<file path="config.mk">
export PLATFORM = sky130hd
export DESIGN_NAME = ntc_thermistor_temperature
export DESIGN_NICKNAME = d
export VERILOG_FILES = /design/src/ntt_pkg.sv /design/src/ntc_thermistor_temperature.sv /design/src/ntt_ctrl.sv /design/src/ntt_datapath.sv
export SDC_FILE = /design/constraint.sdc
export NUM_CORES = 1
export LEC_CHECK = 0
export BUFFER_PORTS_ARGS = -buffer_cell sky130_fd_sc_hd__buf_2
export CAP_MARGIN = 20
export CORE_MARGIN = 5
export CORE_UTILIZATION = 53
export DETAILED_ROUTE_END_ITERATION = 12
export PLACE_DENSITY_LB_ADDON = 0.2
export SLEW_MARGIN = 30
export SYNTH_ARGS = -nofsm -noshare
export SYNTH_HDL_FRONTEND = slang
export SYNTH_SLANG_ARGS = --single-unit
</file>
<file path="constraint.sdc">
create_clock -name i_clk -period 13.5 [get_ports i_clk]
set_input_delay 0 -clock i_clk [delete_from_list [all_inputs] [get_ports i_clk]]
set_output_delay 0 -clock i_clk [all_outputs]
set_load 0.01 [all_outputs]
</file>
<file path="src/ntt_pkg.sv">
`timescale 1ns / 1ps

package ntt_pkg;

    // table and arithmetic constants
    localparam int NTC_TABLE_LEN     = 35;
    localparam int DEF_TABLE_ENTRIES = 35;
    localparam int NTC_IDX_W         = 6;
    localparam int SAMPLE_W          = 10;
    localparam int V_W               = 9;
    localparam int OHMS_W            = 23;
    localparam int TEMP_W            = 9;
    localparam int MUL_B_W           = 14;
    localparam int PROD_W            = SAMPLE_W + MUL_B_W;
    localparam int DIV_W             = 23;
    localparam int DVS_W             = 15;
    localparam int DIV_STEPS         = DIV_W;
    localparam int CNT_W             = $clog2(DIV_STEPS);
    localparam int IN_DATA_W         = 16;
    localparam int OUT_DATA_W        = 32;

    localparam int ADC_SCALE   = 322;
    localparam int SCALE_DIV   = 1000;
    localparam int SERIES_OHMS = 13000;
    localparam int REF_CV      = 330;
    localparam int V_MAX       = 329;
    localparam int TEMP_MIN    = -40;
    localparam int TEMP_MAX    = 130;
    localparam int TEMP_STEP   = 5;

    // divide by 1000 as ceil(2^29 / 1000) then a shift by 29, exact below 2^19
    localparam int V_RECIP        = 536871;
    localparam int V_RECIP_W      = 20;
    localparam int V_RECIP_SH     = 29;
    localparam int V_RECIP_PROD_W = DIV_W + V_RECIP_W;

    typedef enum logic [3:0] {
        ST_IDLE,
        ST_MUL_V,
        ST_SCALE_V,
        ST_MUL_R,
        ST_DIVR_INIT,
        ST_DIV_R,
        ST_SRCH_INIT,
        ST_SEARCH,
        ST_DIV_T,
        ST_TEMP,
        ST_FINISH
    } t_ctrl_state;

    typedef enum logic [3:0] {
        OP_NONE,
        OP_LOAD,
        OP_MUL_V,
        OP_SCALE_V,
        OP_DIV_STEP,
        OP_MUL_R,
        OP_DIVR_INIT,
        OP_SRCH_INIT,
        OP_SRCH_STEP,
        OP_DIVT_INIT,
        OP_TEMP_HOT,
        OP_TEMP_INTERP,
        OP_PUSH
    } t_dp_op;

    typedef struct packed {
        t_dp_op op;
    } t_dp_cmd;

    typedef struct packed {
        logic below;     // table entry at the search index lies below the resistance
        logic last_idx;  // search index is the last entry searched
        logic out_free;  // output register can take a result this cycle
    } t_dp_status;

    // resistance curve in ohms, -40 C to 130 C in 5 degree steps
    function automatic logic [OHMS_W-1:0] ntc_curve(input logic [NTC_IDX_W-1:0] idx);
        logic [OHMS_W-1:0] r;
        case (idx)
            6'd0:    r = 23'd348500;
            6'd1:    r = 23'd249962;
            6'd2:    r = 23'd181385;
            6'd3:    r = 23'd133090;
            6'd4:    r = 23'd98691;
            6'd5:    r = 23'd73923;
            6'd6:    r = 23'd55905;
            6'd7:    r = 23'd42668;
            6'd8:    r = 23'd32851;
            6'd9:    r = 23'd25504;
            6'd10:   r = 23'd19959;
            6'd11:   r = 23'd15739;
            6'd12:   r = 23'd12502;
            6'd13:   r = 23'd10000;
            6'd14:   r = 23'd8052;
            6'd15:   r = 23'd6525;
            6'd16:   r = 23'd5321;
            6'd17:   r = 23'd4364;
            6'd18:   r = 23'd3599;
            6'd19:   r = 23'd2984;
            6'd20:   r = 23'd2488;
            6'd21:   r = 23'd2084;
            6'd22:   r = 23'd1754;
            6'd23:   r = 23'd1483;
            6'd24:   r = 23'd1260;
            6'd25:   r = 23'd1074;
            6'd26:   r = 23'd920;
            6'd27:   r = 23'd791;
            6'd28:   r = 23'd683;
            6'd29:   r = 23'd591;
            6'd30:   r = 23'd514;
            6'd31:   r = 23'd448;
            6'd32:   r = 23'd392;
            6'd33:   r = 23'd344;
            6'd34:   r = 23'd303;
            default: r = '0;
        endcase
        return r;
    endfunction

    // per-degree slope below each entry: (curve[i-1] - curve[i]) / 5, truncated
    function automatic logic [DVS_W-1:0] ntc_slope(input logic [NTC_IDX_W-1:0] idx);
        logic [DVS_W-1:0] s;
        case (idx)
            6'd1:    s = 15'd19707;
            6'd2:    s = 15'd13715;
            6'd3:    s = 15'd9659;
            6'd4:    s = 15'd6879;
            6'd5:    s = 15'd4953;
            6'd6:    s = 15'd3603;
            6'd7:    s = 15'd2647;
            6'd8:    s = 15'd1963;
            6'd9:    s = 15'd1469;
            6'd10:   s = 15'd1109;
            6'd11:   s = 15'd844;
            6'd12:   s = 15'd647;
            6'd13:   s = 15'd500;
            6'd14:   s = 15'd389;
            6'd15:   s = 15'd305;
            6'd16:   s = 15'd240;
            6'd17:   s = 15'd191;
            6'd18:   s = 15'd153;
            6'd19:   s = 15'd123;
            6'd20:   s = 15'd99;
            6'd21:   s = 15'd80;
            6'd22:   s = 15'd66;
            6'd23:   s = 15'd54;
            6'd24:   s = 15'd44;
            6'd25:   s = 15'd37;
            6'd26:   s = 15'd30;
            6'd27:   s = 15'd25;
            6'd28:   s = 15'd21;
            6'd29:   s = 15'd18;
            6'd30:   s = 15'd15;
            6'd31:   s = 15'd13;
            6'd32:   s = 15'd11;
            6'd33:   s = 15'd9;
            6'd34:   s = 15'd8;
            default: s = 15'd1;
        endcase
        return s;
    endfunction

endpackage

</file>
<file path="src/ntc_thermistor_temperature.sv">
`timescale 1ns / 1ps

// ntc thermistor temperature: takes one 10-bit adc reading of the thermistor
// divider, scales it to centivolts (reading*322/1000), works out the thermistor
// resistance as v*13000/(330-v), walks the resistance table (-40 c to 130 c in
// 5 degree steps) for the first entry below it and interpolates linearly with
// the integer per-degree slope of that segment, clamped to -40..130; when no
// entry lies below the resistance the result is 130. one item is in flight at
// a time and runs from input transaction to result through the two multiplies,
// the reciprocal scaling and a 23-step resistance division on a shared
// one-bit-per-cycle divider, then the table walk at one entry per cycle, then
// the 23-step interpolation division and the hand-over (only the hand-over in
// the very hot case), plus any wait for the output register to free; the next
// reading is taken as soon as the result sits in the output register, even if
// it is not yet taken

module ntc_thermistor_temperature #(
    parameter int TABLE_ENTRIES = ntt_pkg::DEF_TABLE_ENTRIES
) (
    input  logic        i_clk,
    input  logic        i_rst_n,
    // input stream
    input  logic        s_axis_tvalid,
    output logic        s_axis_tready,
    input  logic [ntt_pkg::IN_DATA_W-1:0]  s_axis_tdata,  // [9:0] adc_sample
    // result stream
    output logic        m_axis_tvalid,
    input  logic        m_axis_tready,
    output logic [ntt_pkg::OUT_DATA_W-1:0] m_axis_tdata   // [8:0] temperature_c, [31:9] ntc_ohms
);

    ntt_pkg::t_dp_cmd    w_cmd;
    ntt_pkg::t_dp_status w_status;
    logic signed [ntt_pkg::TEMP_W-1:0] w_temp;
    logic [ntt_pkg::OHMS_W-1:0]        w_ohms;

    // sequencing: one state per phase, divider passes counted in the controller
    ntt_ctrl u_ctrl (
        .i_clk      (i_clk),
        .i_rst_n    (i_rst_n),
        .i_in_valid (s_axis_tvalid),
        .o_in_ready (s_axis_tready),
        .i_status   (w_status),
        .o_cmd      (w_cmd)
    );

    // multiplier, divider, table walk, interpolation and output register
    ntt_datapath #(
        .TABLE_ENTRIES (TABLE_ENTRIES)
    ) u_datapath (
        .i_clk           (i_clk),
        .i_rst_n         (i_rst_n),
        .i_cmd           (w_cmd),
        .o_status        (w_status),
        .i_adc_sample    (s_axis_tdata[ntt_pkg::SAMPLE_W-1:0]),
        .i_out_ready     (m_axis_tready),
        .o_out_valid     (m_axis_tvalid),
        .o_temperature_c (w_temp),
        .o_ntc_ohms      (w_ohms)
    );

    // temperature in the low bits, resistance packed directly above
    assign m_axis_tdata = {w_ohms, w_temp};

    // the block is busy right after it takes a reading
    a_busy_after_accept: assert property (@(posedge i_clk) disable iff (!i_rst_n)
        (s_axis_tvalid && s_axis_tready) |=> !s_axis_tready)
        else $error("input accepted while previous reading still in work");

    // the reported temperature always lies in the clamped range
    a_temp_range: assert property (@(posedge i_clk) disable iff (!i_rst_n)
        m_axis_tvalid |-> ($signed(m_axis_tdata[8:0]) >= -9'sd40 &&
                           $signed(m_axis_tdata[8:0]) <= 9'sd130))
        else $error("temperature out of range");

    // a resistance at or below the last table entry reads as the hot limit
    a_hot_limit: assert property (@(posedge i_clk) disable iff (!i_rst_n)
        (m_axis_tvalid && (m_axis_tdata[31:9] <= 23'd303)) |->
            (m_axis_tdata[8:0] == 9'd130))
        else $error("hot case not reported as 130");

    // resistance cannot exceed the value for the top divider reading
    a_ohms_range: assert property (@(posedge i_clk) disable iff (!i_rst_n)
        m_axis_tvalid |-> (m_axis_tdata[31:9] <= 23'd4277000))
        else $error("resistance out of range");

endmodule

</file>
<file path="src/ntt_ctrl.sv">
`timescale 1ns / 1ps

module ntt_ctrl (
    input  logic               i_clk,
    input  logic               i_rst_n,
    input  logic               i_in_valid,
    output logic               o_in_ready,
    input  ntt_pkg::t_dp_status i_status,
    output ntt_pkg::t_dp_cmd    o_cmd
);

    ntt_pkg::t_ctrl_state r_state, n_state;
    logic [ntt_pkg::CNT_W-1:0] r_cnt, n_cnt;
    logic w_cnt_last;

    assign w_cnt_last = (r_cnt == ntt_pkg::CNT_W'(ntt_pkg::DIV_STEPS - 1));

    always_ff @(posedge i_clk) begin
        if (!i_rst_n) begin
            r_state <= ntt_pkg::ST_IDLE;
            r_cnt   <= '0;
        end else begin
            r_state <= n_state;
            r_cnt   <= n_cnt;
        end
    end

    always_comb begin
        n_state    = r_state;
        n_cnt      = r_cnt;
        o_cmd.op   = ntt_pkg::OP_NONE;
        o_in_ready = 1'b0;
        case (r_state)
            ntt_pkg::ST_IDLE: begin
                o_in_ready = 1'b1;
                if (i_in_valid) begin
                    o_cmd.op = ntt_pkg::OP_LOAD;
                    n_state  = ntt_pkg::ST_MUL_V;
                end
            end
            ntt_pkg::ST_MUL_V: begin
                o_cmd.op = ntt_pkg::OP_MUL_V;
                n_state  = ntt_pkg::ST_SCALE_V;
            end
            ntt_pkg::ST_SCALE_V: begin
                o_cmd.op = ntt_pkg::OP_SCALE_V;
                n_state  = ntt_pkg::ST_MUL_R;
            end
            ntt_pkg::ST_MUL_R: begin
                o_cmd.op = ntt_pkg::OP_MUL_R;
                n_state  = ntt_pkg::ST_DIVR_INIT;
            end
            ntt_pkg::ST_DIVR_INIT: begin
                o_cmd.op = ntt_pkg::OP_DIVR_INIT;
                n_cnt    = '0;
                n_state  = ntt_pkg::ST_DIV_R;
            end
            ntt_pkg::ST_DIV_R: begin
                o_cmd.op = ntt_pkg::OP_DIV_STEP;
                n_cnt    = r_cnt + 1'b1;
                if (w_cnt_last) begin
                    n_state = ntt_pkg::ST_SRCH_INIT;
                end
            end
            ntt_pkg::ST_SRCH_INIT: begin
                o_cmd.op = ntt_pkg::OP_SRCH_INIT;
                n_state  = ntt_pkg::ST_SEARCH;
            end
            ntt_pkg::ST_SEARCH: begin
                if (i_status.below) begin
                    o_cmd.op = ntt_pkg::OP_DIVT_INIT;
                    n_cnt    = '0;
                    n_state  = ntt_pkg::ST_DIV_T;
                end else if (i_status.last_idx) begin
                    o_cmd.op = ntt_pkg::OP_TEMP_HOT;
                    n_state  = ntt_pkg::ST_FINISH;
                end else begin
                    o_cmd.op = ntt_pkg::OP_SRCH_STEP;
                end
            end
            ntt_pkg::ST_DIV_T: begin
                o_cmd.op = ntt_pkg::OP_DIV_STEP;
                n_cnt    = r_cnt + 1'b1;
                if (w_cnt_last) begin
                    n_state = ntt_pkg::ST_TEMP;
                end
            end
            ntt_pkg::ST_TEMP: begin
                o_cmd.op = ntt_pkg::OP_TEMP_INTERP;
                n_state  = ntt_pkg::ST_FINISH;
            end
            ntt_pkg::ST_FINISH: begin
                if (i_status.out_free) begin
                    o_cmd.op = ntt_pkg::OP_PUSH;
                    n_state  = ntt_pkg::ST_IDLE;
                end
            end
            default: begin
                n_state = ntt_pkg::ST_IDLE;
            end
        endcase
    end

endmodule

</file>
<file path="src/ntt_datapath.sv">
`timescale 1ns / 1ps

module ntt_datapath #(
    parameter int TABLE_ENTRIES = ntt_pkg::DEF_TABLE_ENTRIES
) (
    input  logic                           i_clk,
    input  logic                           i_rst_n,
    input  ntt_pkg::t_dp_cmd               i_cmd,
    output ntt_pkg::t_dp_status            o_status,
    input  logic [ntt_pkg::SAMPLE_W-1:0]   i_adc_sample,
    input  logic                           i_out_ready,
    output logic                           o_out_valid,
    output logic signed [ntt_pkg::TEMP_W-1:0] o_temperature_c,
    output logic [ntt_pkg::OHMS_W-1:0]     o_ntc_ohms
);

    localparam int LIMIT = (TABLE_ENTRIES < ntt_pkg::NTC_TABLE_LEN) ?
                           TABLE_ENTRIES : ntt_pkg::NTC_TABLE_LEN;
    localparam int IW    = $clog2(LIMIT);

    logic [ntt_pkg::SAMPLE_W-1:0]  r_sample;
    logic [ntt_pkg::V_W-1:0]       r_v;
    logic [ntt_pkg::DIV_W-1:0]     r_prod;
    logic [ntt_pkg::OHMS_W-1:0]    r_ohms;
    logic [IW-1:0]                 r_idx;
    logic signed [ntt_pkg::TEMP_W-1:0] r_temp;

    // shared restoring divider: quotient shifts in as the dividend shifts out
    logic [ntt_pkg::DIV_W-1:0]     r_quo;
    logic [ntt_pkg::DVS_W-1:0]     r_rem;
    logic [ntt_pkg::DVS_W-1:0]     r_dvs;

    logic                          r_out_valid;
    logic signed [ntt_pkg::TEMP_W-1:0] r_out_temp;
    logic [ntt_pkg::OHMS_W-1:0]    r_out_ohms;

    logic [ntt_pkg::DVS_W:0]       w_rem_sh;
    logic                          w_ge;
    logic [ntt_pkg::V_W-1:0]       w_v;
    logic [ntt_pkg::SAMPLE_W-1:0]  w_mul_a;
    logic [ntt_pkg::MUL_B_W-1:0]   w_mul_b;
    logic [ntt_pkg::PROD_W-1:0]    w_prod;
    logic [ntt_pkg::V_RECIP_PROD_W-1:0] w_scale_prod;
    logic [ntt_pkg::NTC_IDX_W-1:0] w_idx6;
    logic [ntt_pkg::OHMS_W-1:0]    w_curve;
    logic [ntt_pkg::TEMP_W-1:0]    w_base;
    logic signed [ntt_pkg::DIV_W+1:0] w_t;
    logic signed [ntt_pkg::TEMP_W-1:0] w_t_clamp;
    logic                          w_out_free;

    assign w_rem_sh = {r_rem, r_quo[ntt_pkg::DIV_W-1]};
    assign w_ge     = (w_rem_sh >= {1'b0, r_dvs});

    // centivolts, clamped to the top of the divider range
    assign w_v = (r_quo > ntt_pkg::DIV_W'(ntt_pkg::V_MAX)) ?
                 ntt_pkg::V_W'(ntt_pkg::V_MAX) : r_quo[ntt_pkg::V_W-1:0];

    always_comb begin
        if (i_cmd.op == ntt_pkg::OP_MUL_R) begin
            w_mul_a = ntt_pkg::SAMPLE_W'(w_v);
            w_mul_b = ntt_pkg::MUL_B_W'(ntt_pkg::SERIES_OHMS);
        end else begin
            w_mul_a = r_sample;
            w_mul_b = ntt_pkg::MUL_B_W'(ntt_pkg::ADC_SCALE);
        end
    end

    assign w_prod  = ntt_pkg::PROD_W'(w_mul_a) * ntt_pkg::PROD_W'(w_mul_b);

    // reading*322 divided by 1000 through the reciprocal
    assign w_scale_prod = ntt_pkg::V_RECIP_PROD_W'(r_prod)
                        * ntt_pkg::V_RECIP_PROD_W'(ntt_pkg::V_RECIP);

    assign w_idx6  = ntt_pkg::NTC_IDX_W'(r_idx);
    assign w_curve = ntt_pkg::ntc_curve(w_idx6);
    assign w_base  = ntt_pkg::TEMP_W'(w_idx6) * ntt_pkg::TEMP_W'(ntt_pkg::TEMP_STEP);

    // segment base temperature minus the interpolated offset
    assign w_t = $signed({{(ntt_pkg::DIV_W + 2 - ntt_pkg::TEMP_W){1'b0}}, w_base})
               + (ntt_pkg::DIV_W + 2)'(ntt_pkg::TEMP_MIN)
               - $signed({2'b00, r_quo});

    always_comb begin
        if (w_t > (ntt_pkg::DIV_W + 2)'(ntt_pkg::TEMP_MAX)) begin
            w_t_clamp = ntt_pkg::TEMP_W'(ntt_pkg::TEMP_MAX);
        end else if (w_t < (ntt_pkg::DIV_W + 2)'(ntt_pkg::TEMP_MIN)) begin
            w_t_clamp = ntt_pkg::TEMP_W'(ntt_pkg::TEMP_MIN);
        end else begin
            w_t_clamp = w_t[ntt_pkg::TEMP_W-1:0];
        end
    end

    assign w_out_free = !r_out_valid || i_out_ready;

    assign o_status.below    = (w_curve < r_ohms);
    assign o_status.last_idx = (r_idx == IW'(LIMIT - 1));
    assign o_status.out_free = w_out_free;

    always_ff @(posedge i_clk) begin
        case (i_cmd.op)
            ntt_pkg::OP_LOAD: begin
                r_sample <= i_adc_sample;
            end
            ntt_pkg::OP_MUL_V: begin
                r_prod <= w_prod[ntt_pkg::DIV_W-1:0];
            end
            ntt_pkg::OP_SCALE_V: begin
                r_quo <= ntt_pkg::DIV_W'(w_scale_prod >> ntt_pkg::V_RECIP_SH);
            end
            ntt_pkg::OP_DIV_STEP: begin
                r_quo <= {r_quo[ntt_pkg::DIV_W-2:0], w_ge};
                r_rem <= w_ge ? ntt_pkg::DVS_W'(w_rem_sh - {1'b0, r_dvs})
                              : w_rem_sh[ntt_pkg::DVS_W-1:0];
            end
            ntt_pkg::OP_MUL_R: begin
                r_v    <= w_v;
                r_prod <= w_prod[ntt_pkg::DIV_W-1:0];
            end
            ntt_pkg::OP_DIVR_INIT: begin
                r_quo <= r_prod;
                r_rem <= '0;
                r_dvs <= ntt_pkg::DVS_W'(ntt_pkg::REF_CV) - ntt_pkg::DVS_W'(r_v);
            end
            ntt_pkg::OP_SRCH_INIT: begin
                r_ohms <= r_quo;
                r_idx  <= IW'(1);
            end
            ntt_pkg::OP_SRCH_STEP: begin
                r_idx <= r_idx + 1'b1;
            end
            ntt_pkg::OP_DIVT_INIT: begin
                r_quo <= r_ohms - w_curve;
                r_rem <= '0;
                r_dvs <= ntt_pkg::ntc_slope(w_idx6);
            end
            ntt_pkg::OP_TEMP_HOT: begin
                r_temp <= ntt_pkg::TEMP_W'(ntt_pkg::TEMP_MAX);
            end
            ntt_pkg::OP_TEMP_INTERP: begin
                r_temp <= w_t_clamp;
            end
            ntt_pkg::OP_PUSH: begin
                r_out_temp <= r_temp;
                r_out_ohms <= r_ohms;
            end
            default: begin
            end
        endcase
    end

    always_ff @(posedge i_clk) begin
        if (!i_rst_n) begin
            r_out_valid <= 1'b0;
        end else if (i_cmd.op == ntt_pkg::OP_PUSH) begin
            r_out_valid <= 1'b1;
        end else if (i_out_ready) begin
            r_out_valid <= 1'b0;
        end
    end

    assign o_out_valid     = r_out_valid;
    assign o_temperature_c = r_out_temp;
    assign o_ntc_ohms      = r_out_ohms;

endmodule
</file>
==> run_results.csv <==
group,metric,value,unit
sta,worst_slack,6.443,ns
finish,drive_gt1_share,6.343,%
synth,synthesis.area,20890,µm²
synth,syn_avg_cell_area,9.684,µm²
sta,post-route-period-util,52.27,%
synth,synth_flop_cell,"edfxtp_1",
clocking,worstSkewPairLatency,0.56,ns
synth,syn_inst,2157,
sta,max_freq,141.7,MHz
critical_path,critical_path_class,"register to register",
route,drc,0,
synth,synth_edf_count,164,
floorplan,die_width,208.5,µm
synth,ys_seq_area_share,27.79,%
critical_path,cp-end-kind,"register",
sta,skew,0.01689,ns
finish,final_common_cell,"inv_1",
sta,slew_viol_final,0,
synth,ys_types,86,
clocking,cts-htree-levels,1,
sta,hold_viol_final,0,
synth,yosysWarnings,0,
sta,relSlewSlack,36.74,%
route,vias,16129,
finish,layout_common_cells,"353 x inv_1, 332 x ha_1, 164 x edfxtp_1, 136 x fa_1, 129 x nor2_1",
floorplan,dieArea,43480,µm²
clocking,cts_tree,"yes",
floorplan,coreArea,38830,µm²
sta,whs,0.1611,ns
finish,nets,2692,
critical_path,slowest_stage,"a21oi_1",
sta,tightest_slew,0.9479,ns
outcome,status,"completed",
grt,grt_pass1_wl,87.98,mm
job,cap_violations,0,
placed_design,place_ws,6.466,ns
clocking,cts-root-buf,"clkbuf_16",
clocking,cts.sinks,208,
floorplan,die_h,208.5,µm
finish,num_antenna_cells,0,
finish,final.fill_count,3413,
critical_path,critPathBufInv,4,
sta,setup_viol,0,
grt,overflow,0,
grt,grt_max_degree,45,
synth,yosys_register_bits,208,
grt,grtUsageTotal,25.13,%
critical_path,arrival,7.36,ns
placed_design,dp_hpwl,43.43,mm
grt,grt_pass1_vias,16196,
clocking,postCtsSetupBuffers,0,
critical_path,cp-start-kind,"register",
floorplan,start_util,53.80,%
finish,utilization,58.37,%
placed_design,io_buffers,47,
floorplan,num_rows,72,
route,antenna_left,0,
sta,grt_setup_unrepaired,"false",
route,first_pass_iters,5,
sta,tns,0,ns
min_path,hp-class,"input port to register",
route,drtIter0Drc,1269,
synth,synthArstFlopShare,0,%
clocking,cts_buffers,25,
placed_design,gp_congestion,0.9282,
grt,antenna_found_initial,1,
critical_path,crit_chain,"nor2b_1, nand3b_1, a21oi_1, nor2_1, fa_1, inv_1, ha_1, fa_1, fa_1, inv_1, fa_1, inv_1, ha_1, or2_2, a21oi_1, inv_1, nand3_1, nand2_1, o41a_1, a21o_1, a21oi_1, xnor2_1",
route,wl,54.99,mm
clocking,clkTransAtPathRegs,0.06,ns
route,post_drt_wl_per_cell,20.06,µm
critical_path,critPathRequiredTime,13.81,ns
critical_path,slowest_delay,0.90,ns
finish,areaGrowthSynthToFinish,8.494,%
clocking,clockBufferDepth,3,
sta,fin_crit,7.057,ns
critical_path,path_delay_family,"adder cells",
route,viasPerCell,5.884,
floorplan,io_pins,54,
critical_path,worst-path-max-fanout,16,
[synthesized netlist by cell type (20+ instances only)]
master    count  area share (%)
a211oi_1     26            0.93
a21o_1       46             1.7
a21oi_1     103             2.5
and3_1       20            0.60
clkbuf_1     45            0.81
dfxtp_1      44             4.2
edfxtp_1    164              24
fa_1        136              13
ha_1        332              20
inv_1       354             6.4
nand2_1     116             2.1
nand3_1      47             1.1
nand4_1      20            0.60
nor2_1      133             2.4
nor3_1       32            0.77
o21ai_0      90             2.2
xnor2_1      53             2.2
xor2_1       39             1.6
[final cells by class]
cell class / count / area [µm²] / share of cell area [%]
clock inverters: 15 / 171.4 / 0.7564
well taps: 518 / 648.1 / 2.860
clock buffers: 31 / 648.1 / 2.860
flip-flops and latches: 208 / 5806 / 25.62
multi-input cells: 1535 / 13550 / 59.79
inverters: 359 / 1348 / 5.946
repair buffers: 75 / 493.0 / 2.175
[sequential cells by signal, indices dropped and copies added (netlist names), 10 cells and up, named ones only]
name                   count
u_datapath.o_ntc_ohms     23
u_datapath.r_rem          15
u_datapath.w_curve        19
u_datapath.r_dvs          15
u_datapath.r_ohms         23
u_datapath.r_prod         22
u_datapath.r_sample       10
u_datapath.r_quo          23
[through the flow]
stage	cell area [µm²]	cells
after floorplan	20900	2160
after global placement	21670	2680
after detailed placement	21700	2681
after CTS	22660	2741
after global routing	22660	2741
final	22660	2741
[metal layers]
layer	GRT usage, %	vias up	share of wire (%)
met5	0	-	0.024
met3	3.961	125	6.4
met4	8.539	2	3.8
li1	-	7701	-
met2	41.84	561	47
met1	33.61	7740	43
[worst register-to-register path, cell delays in order, from the launching register on]
cell	delay [ns]
dfxtp_1	0.57
nor2b_1	0.26
nand3b_1	0.56
a21oi_1	0.90
nor2_1	0.17
fa_1	0.56
inv_1	0.05
ha_1	0.30
fa_1	0.45
fa_1	0.52
inv_1	0.07
fa_1	0.50
inv_1	0.05
ha_1	0.33
or2_2	0.31
a21oi_1	0.19
inv_1	0.08
nand3_1	0.07
nand2_1	0.08
o41a_1	0.35
a21o_1	0.19
a21oi_1	0.17
xnor2_1	0.08
[repair_timing]
| action | CTS | global route |
|---|---|---|
| hold buffers | 14 | 0 |
| resized for setup | 0 | 0 |
| hold endpoints to repair | 20 | 0 |
[cell families (layout without fill, tap and decap cells)]
logic type / Yosys count / after routing / share of synthesized area (%)
compound gates: 471 / 471 / 15.56
xor+xnor: 92 / 92 / 3.857
fa+ha+maj: 468 / 468 / 32.92
buf+inv: 417 / 480 / 7.595
flops: 208 / 208 / 27.79
mux: 22 / 22 / 1.138
other cells: 2 / 5 / 0.03595
simple gates: 477 / 477 / 11.11
[final timing paths]
kind | startpoint | end | slack, ns | depth (start not counted)
worst max register to register | u_ctrl.r_state[1] | u_datapath.r_prod[22] | 6.44 | 22
worst min-delay path | s_axis_tdata[0] | u_datapath.r_sample[0] | 0.16 | 2
worst max-delay path | u_ctrl.r_state[1] | u_datapath.r_prod[22] | 6.44 | 22
worst min register to register | u_datapath.r_temp[5] | u_datapath.o_temperature_c[5] | 0.43 | 0
Power is not shown: default switching activity piles up to over one toggle a cycle in this logic, so the estimate is an artifact.
